**config.mk**
```make
export PLATFORM = sky130hd
export DESIGN_NAME = paced_tape_reader_capture
export DESIGN_NICKNAME = d
export VERILOG_FILES = /design/src/sv/ptrc_pkg.sv /design/src/sv/paced_tape_reader_capture.sv /design/src/sv/ptrc_ctrl.sv /design/src/sv/ptrc_ser.sv
export SDC_FILE = /design/constraint.sdc
export NUM_CORES = 1
export LEC_CHECK = 0
export CORE_ASPECT_RATIO = 0.7
export CORE_UTILIZATION = 60
export DETAILED_ROUTE_END_ITERATION = 16
export DONT_BUFFER_PORTS = 1
export HOLD_SLACK_MARGIN = 0.06
export PLACE_DENSITY = 0.76
export RECOVER_POWER = 25
export SKIP_CTS_REPAIR_TIMING = 1
export SYNTH_ARGS = -nofsm -noshare
export SYNTH_HDL_FRONTEND = slang
export SYNTH_SLANG_ARGS = --single-unit
```
**constraint.sdc**
```tcl
create_clock -name clk -period 11.1 [get_ports clk]
set_clock_uncertainty 0.05 [all_clocks]
set_input_delay 0.555 -clock clk [delete_from_list [all_inputs] [get_ports clk]]
set_output_delay 0.555 -clock clk [all_outputs]
set_load 0.1 [all_outputs]
```
**src/sv/ptrc_pkg.sv**
```systemverilog
// ----------------------------------------------------------------------------
// ptrc_pkg
// Shared types, key codes and constant tables for the paced tape reader.
// ----------------------------------------------------------------------------
package ptrc_pkg;

    // one incoming item: timer tick or host key, plus sampled line state
    typedef struct packed {
        logic       command;
        logic [7:0] key_byte;
        logic       reader_ready;
        logic [7:0] reader_data;
        logic       dtr;
        logic       rts;
        logic       link_ready;
    } in_item_t;

    // one emitted byte
    typedef struct packed {
        logic [7:0] out_byte;
        logic       reader_strobe;
        logic       last_in_run;
    } out_item_t;

    // one granted capture handed to the serializer
    typedef struct packed {
        logic [7:0] data;
        logic       hex;
    } capture_t;

    localparam int unsigned RATE_W = 16;

    localparam logic CMD_TICK = 1'b0;
    localparam logic CMD_KEY  = 1'b1;

    localparam logic [7:0] KEY_RAW    = 8'h62; // 'b'
    localparam logic [7:0] KEY_HEX    = 8'h68; // 'h'
    localparam logic [7:0] KEY_ONCE   = 8'h30; // '0'
    localparam logic [7:0] KEY_FIRST  = 8'h31; // '1'
    localparam logic [7:0] KEY_LAST   = 8'h39; // '9'
    localparam logic [7:0] KEY_SLOWER = 8'h2D; // '-'
    localparam logic [7:0] KEY_FASTER = 8'h2B; // '+'

    localparam logic [7:0] CHAR_CR    = 8'd13;
    localparam logic [7:0] CHAR_LF    = 8'd10;
    localparam logic [7:0] CHAR_ZERO  = 8'h30;
    localparam logic [7:0] CHAR_LOWA  = 8'h61;

    localparam logic [RATE_W-1:0] FASTEST_LIMIT = 16'd65500;

    // preset limits for keys '1' to '9'
    function automatic logic [RATE_W-1:0] speed_limit(input logic [3:0] sel);
        logic [RATE_W-1:0] v;
        begin
            case (sel)
                4'd0:    v = 16'd15000;
                4'd1:    v = 16'd7500;
                4'd2:    v = 16'd3750;
                4'd3:    v = 16'd1500;
                4'd4:    v = 16'd750;
                4'd5:    v = 16'd600;
                4'd6:    v = 16'd400;
                4'd7:    v = 16'd300;
                4'd8:    v = 16'd16;
                default: v = 16'd15000;
            endcase
            return v;
        end
    endfunction

    // lowercase ascii hex digit
    function automatic logic [7:0] hex_digit(input logic [3:0] n);
        begin
            if (n < 4'd10)
                return CHAR_ZERO + {4'd0, n};
            else
                return CHAR_LOWA + {4'd0, n} - 8'd10;
        end
    endfunction

endpackage

```
**src/sv/paced_tape_reader_capture.sv**
```systemverilog
// ----------------------------------------------------------------------------
// paced_tape_reader_capture
// Paces a parallel paper-tape reader from timer ticks and host key bytes.
// ----------------------------------------------------------------------------
// Ticks and keys are taken one per cycle, while cmd_ready is high, into an
// input register; the rate limit, tick count and raw/hex mode are updated as
// an item leaves it. A granted capture is handed to the output serializer,
// whose register drives the result channel. A raw capture is one byte and a
// hex capture (two digits, CR, LF) four; back-to-back captures share the
// single output port, and the serializer takes the next capture as the last
// byte of the current one is taken. While a capture waits for the serializer
// the input register holds it and cmd_ready drops. Items that cause no
// capture never wait on the serializer. reader_strobe marks the first byte
// of each capture and last_in_run its final byte. An item with link_ready
// low has no effect.
module paced_tape_reader_capture (
    input  logic                clk,
    input  logic                rst_n,
    input  logic                cmd_valid,
    output logic                cmd_ready,
    input  ptrc_pkg::in_item_t  cmd,
    output logic                res_valid,
    input  logic                res_ready,
    output ptrc_pkg::out_item_t res
);

    // capture request between decode and serializer
    logic               cap_valid;
    logic               cap_ready;
    ptrc_pkg::capture_t cap;

    // pacing state, key decode, input register
    ptrc_ctrl u_ctrl (
        .clk       (clk),
        .rst_n     (rst_n),
        .cmd_valid (cmd_valid),
        .cmd_ready (cmd_ready),
        .cmd       (cmd),
        .cap_valid (cap_valid),
        .cap_ready (cap_ready),
        .cap       (cap)
    );

    // byte sequencing for one capture
    ptrc_ser u_ser (
        .clk       (clk),
        .rst_n     (rst_n),
        .cap_valid (cap_valid),
        .cap_ready (cap_ready),
        .cap       (cap),
        .res_valid (res_valid),
        .res_ready (res_ready),
        .res       (res)
    );

    // input stalls only behind a capture the serializer cannot yet take
    a_stall_cause: assert property (@(posedge clk) disable iff (!rst_n)
        !cmd_ready |-> (cap_valid && !cap_ready))
        else $error("input stalled without a blocked capture");

    // a blocked capture request keeps its byte
    a_cap_hold: assert property (@(posedge clk) disable iff (!rst_n)
        (cap_valid && !cap_ready) |=> (cap_valid && $stable(cap.data)))
        else $error("capture request dropped or changed while blocked");

    // a hex run continues after a middle byte is taken
    a_run_continues: assert property (@(posedge clk) disable iff (!rst_n)
        (res_valid && res_ready && !res.last_in_run) |=>
            (res_valid && !res.reader_strobe))
        else $error("hex run broken before its final byte");

endmodule

```
**src/sv/ptrc_ctrl.sv**
```systemverilog
// ----------------------------------------------------------------------------
// ptrc_ctrl
// Input register, pacing state and key decode; issues capture requests.
// ----------------------------------------------------------------------------
module ptrc_ctrl (
    input  logic                clk,
    input  logic                rst_n,
    input  logic                cmd_valid,
    output logic                cmd_ready,
    input  ptrc_pkg::in_item_t  cmd,
    output logic                cap_valid,
    input  logic                cap_ready,
    output ptrc_pkg::capture_t  cap
);

    logic                        s1_valid_reg;
    ptrc_pkg::in_item_t          s1_item_reg;
    logic [ptrc_pkg::RATE_W-1:0] rate_reg;
    logic [ptrc_pkg::RATE_W-1:0] rate_next;
    logic [ptrc_pkg::RATE_W-1:0] count_reg;
    logic [ptrc_pkg::RATE_W-1:0] count_next;
    logic                        hex_reg;
    logic                        hex_next;

    logic [ptrc_pkg::RATE_W-1:0] rate_eff;
    logic [ptrc_pkg::RATE_W-1:0] count_inc;
    logic [ptrc_pkg::RATE_W-1:0] rate_x;
    logic [7:0]                  key_off;
    logic                        try_cap;
    logic                        cap_ok;
    logic                        advance;

    always_comb
    begin
        rate_eff   = s1_item_reg.dtr ? rate_reg : '0;
        count_inc  = count_reg + 1'b1;
        key_off    = s1_item_reg.key_byte - ptrc_pkg::KEY_FIRST;
        rate_x     = '0;
        rate_next  = rate_reg;
        count_next = count_reg;
        hex_next   = hex_reg;
        try_cap    = 1'b0;

        if (s1_item_reg.link_ready)
        begin
            rate_next = rate_eff;
            if (s1_item_reg.command == ptrc_pkg::CMD_TICK)
            begin
                if (rate_eff != '0 && count_inc > rate_eff)
                begin
                    count_next = '0;
                    try_cap    = 1'b1;
                end
                else
                begin
                    count_next = count_inc;
                end
            end
            else if (s1_item_reg.key_byte inside
                     {[ptrc_pkg::KEY_FIRST:ptrc_pkg::KEY_LAST]})
            begin
                rate_next = ptrc_pkg::speed_limit(key_off[3:0]);
            end
            else
            begin
                case (s1_item_reg.key_byte)
                    ptrc_pkg::KEY_RAW:  hex_next = 1'b0;
                    ptrc_pkg::KEY_HEX:  hex_next = 1'b1;
                    ptrc_pkg::KEY_ONCE:
                    begin
                        rate_next = '0;
                        try_cap   = 1'b1;
                    end
                    ptrc_pkg::KEY_SLOWER:
                    begin
                        rate_x    = rate_eff + (rate_eff >> 4);
                        rate_next = (rate_x > rate_eff) ? rate_x : '0;
                    end
                    ptrc_pkg::KEY_FASTER:
                    begin
                        rate_x = rate_eff - (rate_eff >> 4);
                        if (rate_eff == '0)
                            rate_next = ptrc_pkg::FASTEST_LIMIT;
                        else if (rate_x < rate_eff)
                            rate_next = rate_x;
                        else
                            rate_next = rate_eff;
                    end
                    default: ;
                endcase
            end
        end
    end

    // a capture needs reader ready and both modem lines up
    assign cap_ok = try_cap && s1_item_reg.reader_ready && s1_item_reg.dtr
                    && s1_item_reg.rts;

    assign advance   = s1_valid_reg && (!cap_ok || cap_ready);
    assign cmd_ready = !s1_valid_reg || advance;
    assign cap_valid = s1_valid_reg && cap_ok;
    assign cap.data  = s1_item_reg.reader_data;
    assign cap.hex   = hex_reg;

    always_ff @(posedge clk or negedge rst_n)
    begin
        if (!rst_n)
        begin
            s1_valid_reg <= 1'b0;
            rate_reg     <= '0;
            count_reg    <= '0;
            hex_reg      <= 1'b1;
        end
        else
        begin
            if (cmd_ready)
                s1_valid_reg <= cmd_valid;
            if (advance)
            begin
                rate_reg  <= rate_next;
                count_reg <= count_next;
                hex_reg   <= hex_next;
            end
        end
    end

    always_ff @(posedge clk)
    begin
        if (cmd_valid && cmd_ready)
            s1_item_reg <= cmd;
    end

endmodule

```
**src/sv/ptrc_ser.sv**
```systemverilog
// ----------------------------------------------------------------------------
// ptrc_ser
// Holds one capture and sends it as one raw byte or hex digits, CR, LF.
// ----------------------------------------------------------------------------
module ptrc_ser (
    input  logic                clk,
    input  logic                rst_n,
    input  logic                cap_valid,
    output logic                cap_ready,
    input  ptrc_pkg::capture_t  cap,
    output logic                res_valid,
    input  logic                res_ready,
    output ptrc_pkg::out_item_t res
);

    localparam logic [1:0] POS_HIGH = 2'd0;
    localparam logic [1:0] POS_LOW  = 2'd1;
    localparam logic [1:0] POS_CR   = 2'd2;
    localparam logic [1:0] POS_LF   = 2'd3;

    logic               busy_reg;
    logic               busy_next;
    logic [1:0]         pos_reg;
    logic [1:0]         pos_next;
    ptrc_pkg::capture_t cap_reg;
    logic               last;

    assign last      = !cap_reg.hex || (pos_reg == POS_LF);
    assign res_valid = busy_reg;
    assign cap_ready = !busy_reg || (res_ready && last);

    always_comb
    begin
        case (pos_reg)
            POS_HIGH: res.out_byte = cap_reg.hex ? ptrc_pkg::hex_digit(cap_reg.data[7:4])
                                                 : cap_reg.data;
            POS_LOW:  res.out_byte = ptrc_pkg::hex_digit(cap_reg.data[3:0]);
            POS_CR:   res.out_byte = ptrc_pkg::CHAR_CR;
            POS_LF:   res.out_byte = ptrc_pkg::CHAR_LF;
            default:  res.out_byte = ptrc_pkg::CHAR_LF;
        endcase
        res.reader_strobe = (pos_reg == POS_HIGH);
        res.last_in_run   = last;
    end

    always_comb
    begin
        busy_next = busy_reg;
        pos_next  = pos_reg;
        if (cap_valid && cap_ready)
        begin
            busy_next = 1'b1;
            pos_next  = POS_HIGH;
        end
        else if (res_valid && res_ready)
        begin
            if (last)
                busy_next = 1'b0;
            else
                pos_next = pos_reg + 1'b1;
        end
    end

    always_ff @(posedge clk or negedge rst_n)
    begin
        if (!rst_n)
        begin
            busy_reg <= 1'b0;
            pos_reg  <= POS_HIGH;
        end
        else
        begin
            busy_reg <= busy_next;
            pos_reg  <= pos_next;
        end
    end

    always_ff @(posedge clk)
    begin
        if (cap_valid && cap_ready)
            cap_reg <= cap;
    end

endmodule
```
==> flow_summary.json, run 1 <==
{
  "status": "complete, but fails checks",
  "violations": "capacitance limit, slew limit",
  "worstReg2RegStart": "u_ctrl.s1_item_reg[2]",
  "firstDrtPassIters": 7,
  "synthAdderAreaFrac_pct": 10.69,
  "ys_warn_count": 0,
  "crit_type": "reg -> reg",
  "synth_xor_area_share_pct": 7.448,
  "chipWidth_um": 134.5,
  "rows": 33,
  "numCtsBuffers": 9,
  "grt_pass1_vias": 6378,
  "clock-sinks": 67,
  "power.share.switching_pct": 49.96,
  "synth.avg_cell_area_um2": 8.555,
  "drive_gt1_share_pct": 9.037,
  "grt.total_usage_pct": 38.60,
  "drt-wirelength-per-cell_um": 23.90,
  "total_power_mw": 1.454,
  "critPathLaunchType": "flop",
  "synth_compound_area_share_pct": 29.30,
  "antenna_found_initial": 0,
  "powerDensity_nw_per_um2": 189.2,
  "die_h_um": 94.76,
  "timing.final.crit_share_pct": 63.98,
  "peakVddDrop_uv": 135.2,
  "setup_violations": 0,
  "initial_utilization_pct": 62.23,
  "power_frac_seq_pct": 21.7,
  "drtIter0Drc": 1046,
  "seq_area_um2": 1828,
  "clockBufferDepth": 2,
  "synth_seq_cells": 67,
  "crit_required_ns": 11.28,
  "min-delay-start": "cmd[11]",
  "power_switching_mw": 0.7265,
  "cts-root-buf": "clkbuf_16",
  "end_kind": "flop",
  "tritoncts": "built",
  "crit_slowest_cell": "and2_1",
  "cpPeakStageDelay_ns": 0.53,
  "ant_nets": 0,
  "clkPwrFrac_pct": 21.6,
  "holdPathStages": 0,
  "grt_pass1_wl_mm": 36.73,
  "leakage_nw": 3.266,
  "cp_top_family": "compound AO/OA/AOI/OAI gates",
  "h-tree-depth": 3,
  "fin_nets": 921,
  "rsz0062_at_grt": "false",
  "muxShareOfSynthArea_pct": 0.4072,
  "netlist_top_cells_area": "dfrtp_1 (12%), edfxtp_1 (12%), ha_1 (10%), a21oi_1 (4.9%), xnor2_1 (4.6%)",
  "syn_nets": 947,
  "relSlewSlack_pct": -47.26,
  "final_hold_viol_count": 0,
  "dp_hpwl_mm": 18.29,
  "fin_setup_tns_ns": 0,
  "clk_pin_slew_ns": 0.06,
  "drc": 0,
  "grt_max_degree": 51,
  "synth_top_area_cell": "dfrtp_1",
  "clock_latency_ns": 0.34,
  "p_comb_share_pct": 56.8,
  "die_area_um2": 12750,
  "multi_input_area_um2": 5094,
  "area_delta_synth_final_pct": 4.208,
  "synth_flop_cell": "dfrtp_1",
  "arrival_ns": 7.28,
  "p_int_mw": 0.7275,
  "r2r_cells": 23,
  "synth_top_area_share_pct": 12.22,
  "antennaDiodeCount": 0,
  "wirelength_mm": 23.85,
  "yosysUniqueCellTypes": 112,
  "crit_buf_inv": 2,
  "gp_congestion": 0.9969,
  "crit_chain": "buf_4 -> and2_1 -> clkinv_1 -> ha_1 -> or3b_1 -> o22a_1 -> a31o_2 -> a21oi_1 -> a21oi_1 -> o21a_1 -> o21a_1 -> nor4_1 -> ha_1 -> and3b_1 -> nor3_1 -> nor4_1 -> a21oi_1 -> o22ai_1 -> and2_2 -> a31oi_1 -> and4_1 -> a211o_1 -> a221o_1",
  "slew_violations": 38,
  "grt-ovfl-total": 0,
  "synth_edf_count": 30,
  "yosysSeqAreaShare_pct": 24.79,
  "async_reset_ff_share_pct": 55.22,
  "synthSimpleGateAreaFrac_pct": 20.85,
  "fmax_mhz": 140.8,
  "crit_path_frequent_cell": "a21oi_1",
  "coreArea_um2": 11850,
  "num_vias": 7176,
  "synth_top_family_by_area": "compound AO/OA/AOI/OAI gates",
  "period_minus_slack_ns": 7.102,
  "hold_class": "in -> reg",
  "path_max_fanout": 50,
  "synth_area_um2": 7375,
  "tightest_slew_ns": 2.209,
  "drv_cap": 1,
  "path_depth": 23,
  "portBuffers": 0,
  "fill_cells": 984,
  "num_io_pins": 37,
  "synthCells": 862,
  "startpoint": "u_ctrl.s1_item_reg[2]",
  "vias_per_cell": 7.190
}
==> logic make-up after synthesis <==
logic type / after synthesis
XOR/XNOR: 57
adder cells (fa/ha/maj): 63
flip-flops: 67
AND/OR/NAND/NOR: 289
AO/OA/AOI/OAI: 287
buffers and inverters: 96
multiplexers: 3
==> synthesized netlist by cell type, types with 10 or more instances <==
master and number:
a211oi_1 10, o211ai_1 12, nand2_1 75, nor2_1 54, a21oi_1 72, nor3_1 17
edfxtp_1 30, a32o_1 13, xor2_1 13, nand3_1 31, o21ai_0 36, a21o_1 13
and2_1 10, dfrtp_1 36, nand4_1 10, a31oi_1 16, and3_1 17, inv_1 50
xnor2_1 39, ha_1 59, clkbuf_1 20
==> metal layers <==
layer / GRT usage (%) / part of all wire, % / wire (µm)
met3: 12.88 / 13 / 2987
met1: 57.67 / 47 / 11120
met2: 52.85 / 39 / 9333
met5: 0 / 0 / 0
met4: 8.333 / 1.7 / 417
==> worst paths after layout <==
| check | slack, ns | end |
|---|---|---|
| hold / removal | 0.25 | u_ctrl.s1_item_reg[11] |
| setup / recovery | 4.00 | u_ctrl.rate_reg[7] |
| min in group asynchronous | 1.36 | u_ctrl.count_reg[4] |
| max in group asynchronous | 8.36 | u_ctrl.rate_reg[10] |
| hold reg to reg | 0.37 | u_ser.cap_reg[6] |
| setup reg to reg | 4.00 | u_ctrl.rate_reg[7] |
==> power by group through the flow <==
stage	Combinational (mW)	Clock, mW	Sequential [mW]
floorplan	0.642	0	0.298
global route	0.868	0.324	0.318
global placement	0.778	0	0.316
finish	0.825	0.314	0.315
CTS	0.795	0.315	0.313
detailed placement	0.790	0	0.318
==> stage by stage <==
step	std cells	hold slack (ns)	utilization, %	area, µm²	setup slack [ns]
finish	998	0.2538	64.85	7685	3.998
global route	998	0.2493	64.85	7685	3.622
CTS	996	-0.1499	64.73	7671	4.156
detailed placement	980	0.2103	62.00	7347	4.182
global placement	980	0.2103	62.00	7347	4.418
floorplan	862	0.2094	-	7375	5.445
==> cell usage in the layout (no fill, tap or decap), types with 5 or more instances in the layout <==
cell type,count
a211o_1,6
a211oi_1,10
a21o_1,13
a21oi_1,71
a221o_1,8
a31oi_1,16
a32o_1,13
and2_1,10
and3_1,17
and4_1,6
clkbuf_16,9
dfrtp_1,36
edfxtp_1,30
ha_1,59
inv_1,50
nand2_1,75
nand2b_1,8
nand3_1,31
nand3b_1,5
nand4_1,10
nor2_1,54
nor2b_1,5
nor3_1,17
nor4_1,8
o211ai_1,12
o21a_1,9
o21ai_0,32
o21bai_1,5
o22a_1,6
o22ai_1,5
or3_1,5
xnor2_1,39
xor2_1,13
==> cell type report <==
type	instances	area share, %
Multi-Input combinational cell	699	66.28
Sequential cell	67	23.79
Clock buffer	9	2.931
Inverter	53	2.589
Tap cell	157	2.556
Clock inverter	7	1.286
Timing Repair Buffer	6	0.5698
Note: power is estimated with default switching activity, not from simulation.
==> inputs of run 2 (changes only) <==
--- a/config.mk
+++ b/config.mk
@@ -10,7 +10,7 @@
 export DETAILED_ROUTE_END_ITERATION = 16
 export DONT_BUFFER_PORTS = 1
 export HOLD_SLACK_MARGIN = 0.06
-export PLACE_DENSITY = 0.76
+export PLACE_DENSITY = 0.79
 export RECOVER_POWER = 25
 export SKIP_CTS_REPAIR_TIMING = 1
 export SYNTH_ARGS = -nofsm -noshare
==> constraint.sdc (replaced) <==
create_clock -name clk -period 6.34 [get_ports clk]
set_clock_uncertainty 0.05 [all_clocks]
set_input_delay 0.317 -clock clk [delete_from_list [all_inputs] [get_ports clk]]
set_output_delay 0.317 -clock clk [all_outputs]
set_load 0.1 [all_outputs]
==> run 2 against run 1 <==
Effect of this change:
- clock-buffer cell count unchanged
- design area up 5.5%
- critical path depth grew 1
- clock power grew 89%
- largest cell class unchanged
- final cell count is 4.5% higher
- worst setup slack got worse by 3.7 ns
- sequential share of layout area decreased by 1.2 points
- maximum frequency rose by 18%
- via count rose by 4.3%
- the flow still finishes with violations (capacitance limit, slew limit)
- global-route usage is 1.2 points higher
- power is 81% higher
- sequential power rose by 70%
==> flow_summary.json, run 2 (synthesis gave the netlist of run 1 again) <==
{
  "slew_violations": 38,
  "clockBufferDepth": 2,
  "die_area_um2": 12750,
  "coreArea_um2": 11850,
  "path_max_fanout": 14,
  "crit_buf_inv": 3,
  "chipWidth_um": 134.5,
  "cp_top_family": "compound AO/OA/AOI/OAI gates",
  "violations": "capacitance limit, slew limit",
  "status": "complete, but fails checks",
  "clock_latency_ns": 0.34,
  "hold_path_end": "u_ser.pos_reg[0]",
  "dp_hpwl_mm": 19.58,
  "final_hold_viol_count": 0,
  "drt-wirelength-per-cell_um": 24.44,
  "end_kind": "flop",
  "antenna_found_initial": 0,
  "num_vias": 7481,
  "hold_slack_ns": 0.2261,
  "peakVddDrop_uv": 356.6,
  "initial_utilization_pct": 62.23,
  "r2r_end": "u_ctrl.rate_reg[11]",
  "timing.final.crit_share_pct": 94.54,
  "final_common_cell": "nand2_1",
  "hold_class": "in -> reg",
  "tightest_slew_ns": 2.325,
  "drive_gt1_share_pct": 11.40,
  "portBuffers": 0,
  "fin_area_um2": 8110,
  "antennaDiodeCount": 0,
  "crit_required_ns": 6.51,
  "leakage_nw": 3.483,
  "die_h_um": 94.76,
  "powerDensity_nw_per_um2": 324.1,
  "place_inst": 1000,
  "num_io_pins": 37,
  "r2r_slack_ns": 0.35,
  "place_area_um2": 7497,
  "tritoncts": "built",
  "final_cell_mix": "nand2_1 (75), a21oi_1 (71), ha_1 (59)",
  "cts-root-buf": "clkbuf_16",
  "grt_pass1_wl_mm": 37.58,
  "relSlewSlack_pct": -55.03,
  "rows": 33,
  "min-delay-start": "res_ready",
  "grt_max_degree": 38,
  "stdcell_count": 1043,
  "grt.total_usage_pct": 39.79,
  "period_minus_slack_ns": 5.994,
  "ant_nets": 0,
  "critPathLaunchType": "flop",
  "gp_congestion": 1.072,
  "drc": 0,
  "drv_cap": 1,
  "crit_chain": "buf_4 -> nand2_1 -> inv_1 -> ha_1 -> inv_1 -> ha_1 -> a31oi_1 -> nor4b_1 -> a311o_1 -> a22oi_1 -> o21bai_1 -> a21oi_1 -> o21bai_1 -> a21oi_1 -> o21bai_1 -> and3_1 -> ha_1 -> xnor2_1 -> a311oi_4 -> nand4_2 -> o41ai_4 -> a21oi_4 -> a221o_1 -> a221o_1",
  "numCtsBuffers": 9,
  "setup_violations": 0,
  "fin_nets": 966,
  "holdPathStages": 3,
  "crit_type": "reg -> reg",
  "vias_per_cell": 7.173,
  "crit_slowest_cell": "o41ai_4",
  "worstReg2RegStart": "u_ctrl.s1_item_reg[2]",
  "grt_pass1_vias": 6569,
  "fin_setup_tns_ns": 0,
  "r2r_cells": 24,
  "fmax_mhz": 166.8,
  "grt-ovfl-total": 0,
  "clk_pin_slew_ns": 0.06,
  "clock-sinks": 67,
  "h-tree-depth": 3,
  "cpPeakStageDelay_ns": 0.50,
  "wirelength_mm": 25.49,
  "area_delta_synth_final_pct": 9.976,
  "rsz0062_at_grt": "true",
  "drtIter0Drc": 1019,
  "firstDrtPassIters": 9,
  "arrival_ns": 6.17
}
[run 2: cell types whose count changed in the layout (fill, tap and decap cells not counted), sizes merged]
cell and change:
bufinv +1, clkinv +1, buf +23, dlygate4sd3 +22, inv -2
[run 2: stage by stage]
stage	util [%]	total power, mW	setup slack, ns
floorplan	-	1.644	0.6851
global placement	63.27	1.937	0.3667
detailed placement	63.27	1.959	0.1660
CTS	66.22	2.546	0.1341
global route	68.44	2.724	-0.06093
finish	68.44	2.629	0.3462
[run 2: worst register-to-register path, cell delays in order, from the launching register on]
cell and delay (ns):
edfxtp_1 0.45, buf_4 0.20, nand2_1 0.18, inv_1 0.09
ha_1 0.32, inv_1 0.05, ha_1 0.18, a31oi_1 0.28
nor4b_1 0.09, a311o_1 0.38, a22oi_1 0.20, o21bai_1 0.13
a21oi_1 0.28, o21bai_1 0.14, a21oi_1 0.16, o21bai_1 0.10
and3_1 0.18, ha_1 0.31, xnor2_1 0.20, a311oi_4 0.32
nand4_2 0.19, o41ai_4 0.50, a21oi_4 0.17, a221o_1 0.39
a221o_1 0.33
[run 2: worst max-delay path by stage]
stage / start / endpoint / depth (start not counted) / slack (ns)
2_1_floorplan: u_ctrl.s1_item_reg[2] / u_ctrl.rate_reg[11] / 25 / 0.69
3_3_place_gp: u_ctrl.s1_item_reg[2] / u_ctrl.rate_reg[4] / 24 / 0.37
3_5_place_dp: u_ctrl.s1_item_reg[2] / u_ctrl.rate_reg[4] / 24 / 0.17
4_1_cts: u_ctrl.s1_item_reg[2] / u_ctrl.rate_reg[4] / 24 / 0.13
5_1_grt: u_ctrl.s1_item_reg[2] / u_ctrl.rate_reg[11] / 23 / -0.06
6_report: u_ctrl.s1_item_reg[2] / u_ctrl.rate_reg[11] / 24 / 0.35
[run 2: cell type report]
class                   instances  area, µm²
well taps                     157      196.4
repair buffers                 51      436.7
multi-input cells             699       5100
clock inverters                 7      125.1
inverters                      53      198.9
clock buffers                   9      225.2
fillers                       941       3740
flip-flops and latches         67       1828
[run 2: per-layer routing]
layer	track usage, %	share of wire [%]	up-vias
li1	-	-	3305
met5	0	0	-
met1	55.88	42	3579
met3	16.48	15	67
met2	55.83	41	530
met4	10.11	1.9	0
[run 2: power by group]
part | leakage (nW) | switching (mW) | internal (mW) | total [mW]
clock network | 0.170 | 0.204 | 0.387 | 0.592
logic | 2.53 | 1.02 | 0.476 | 1.50
registers | 0.786 | 0.0470 | 0.489 | 0.536
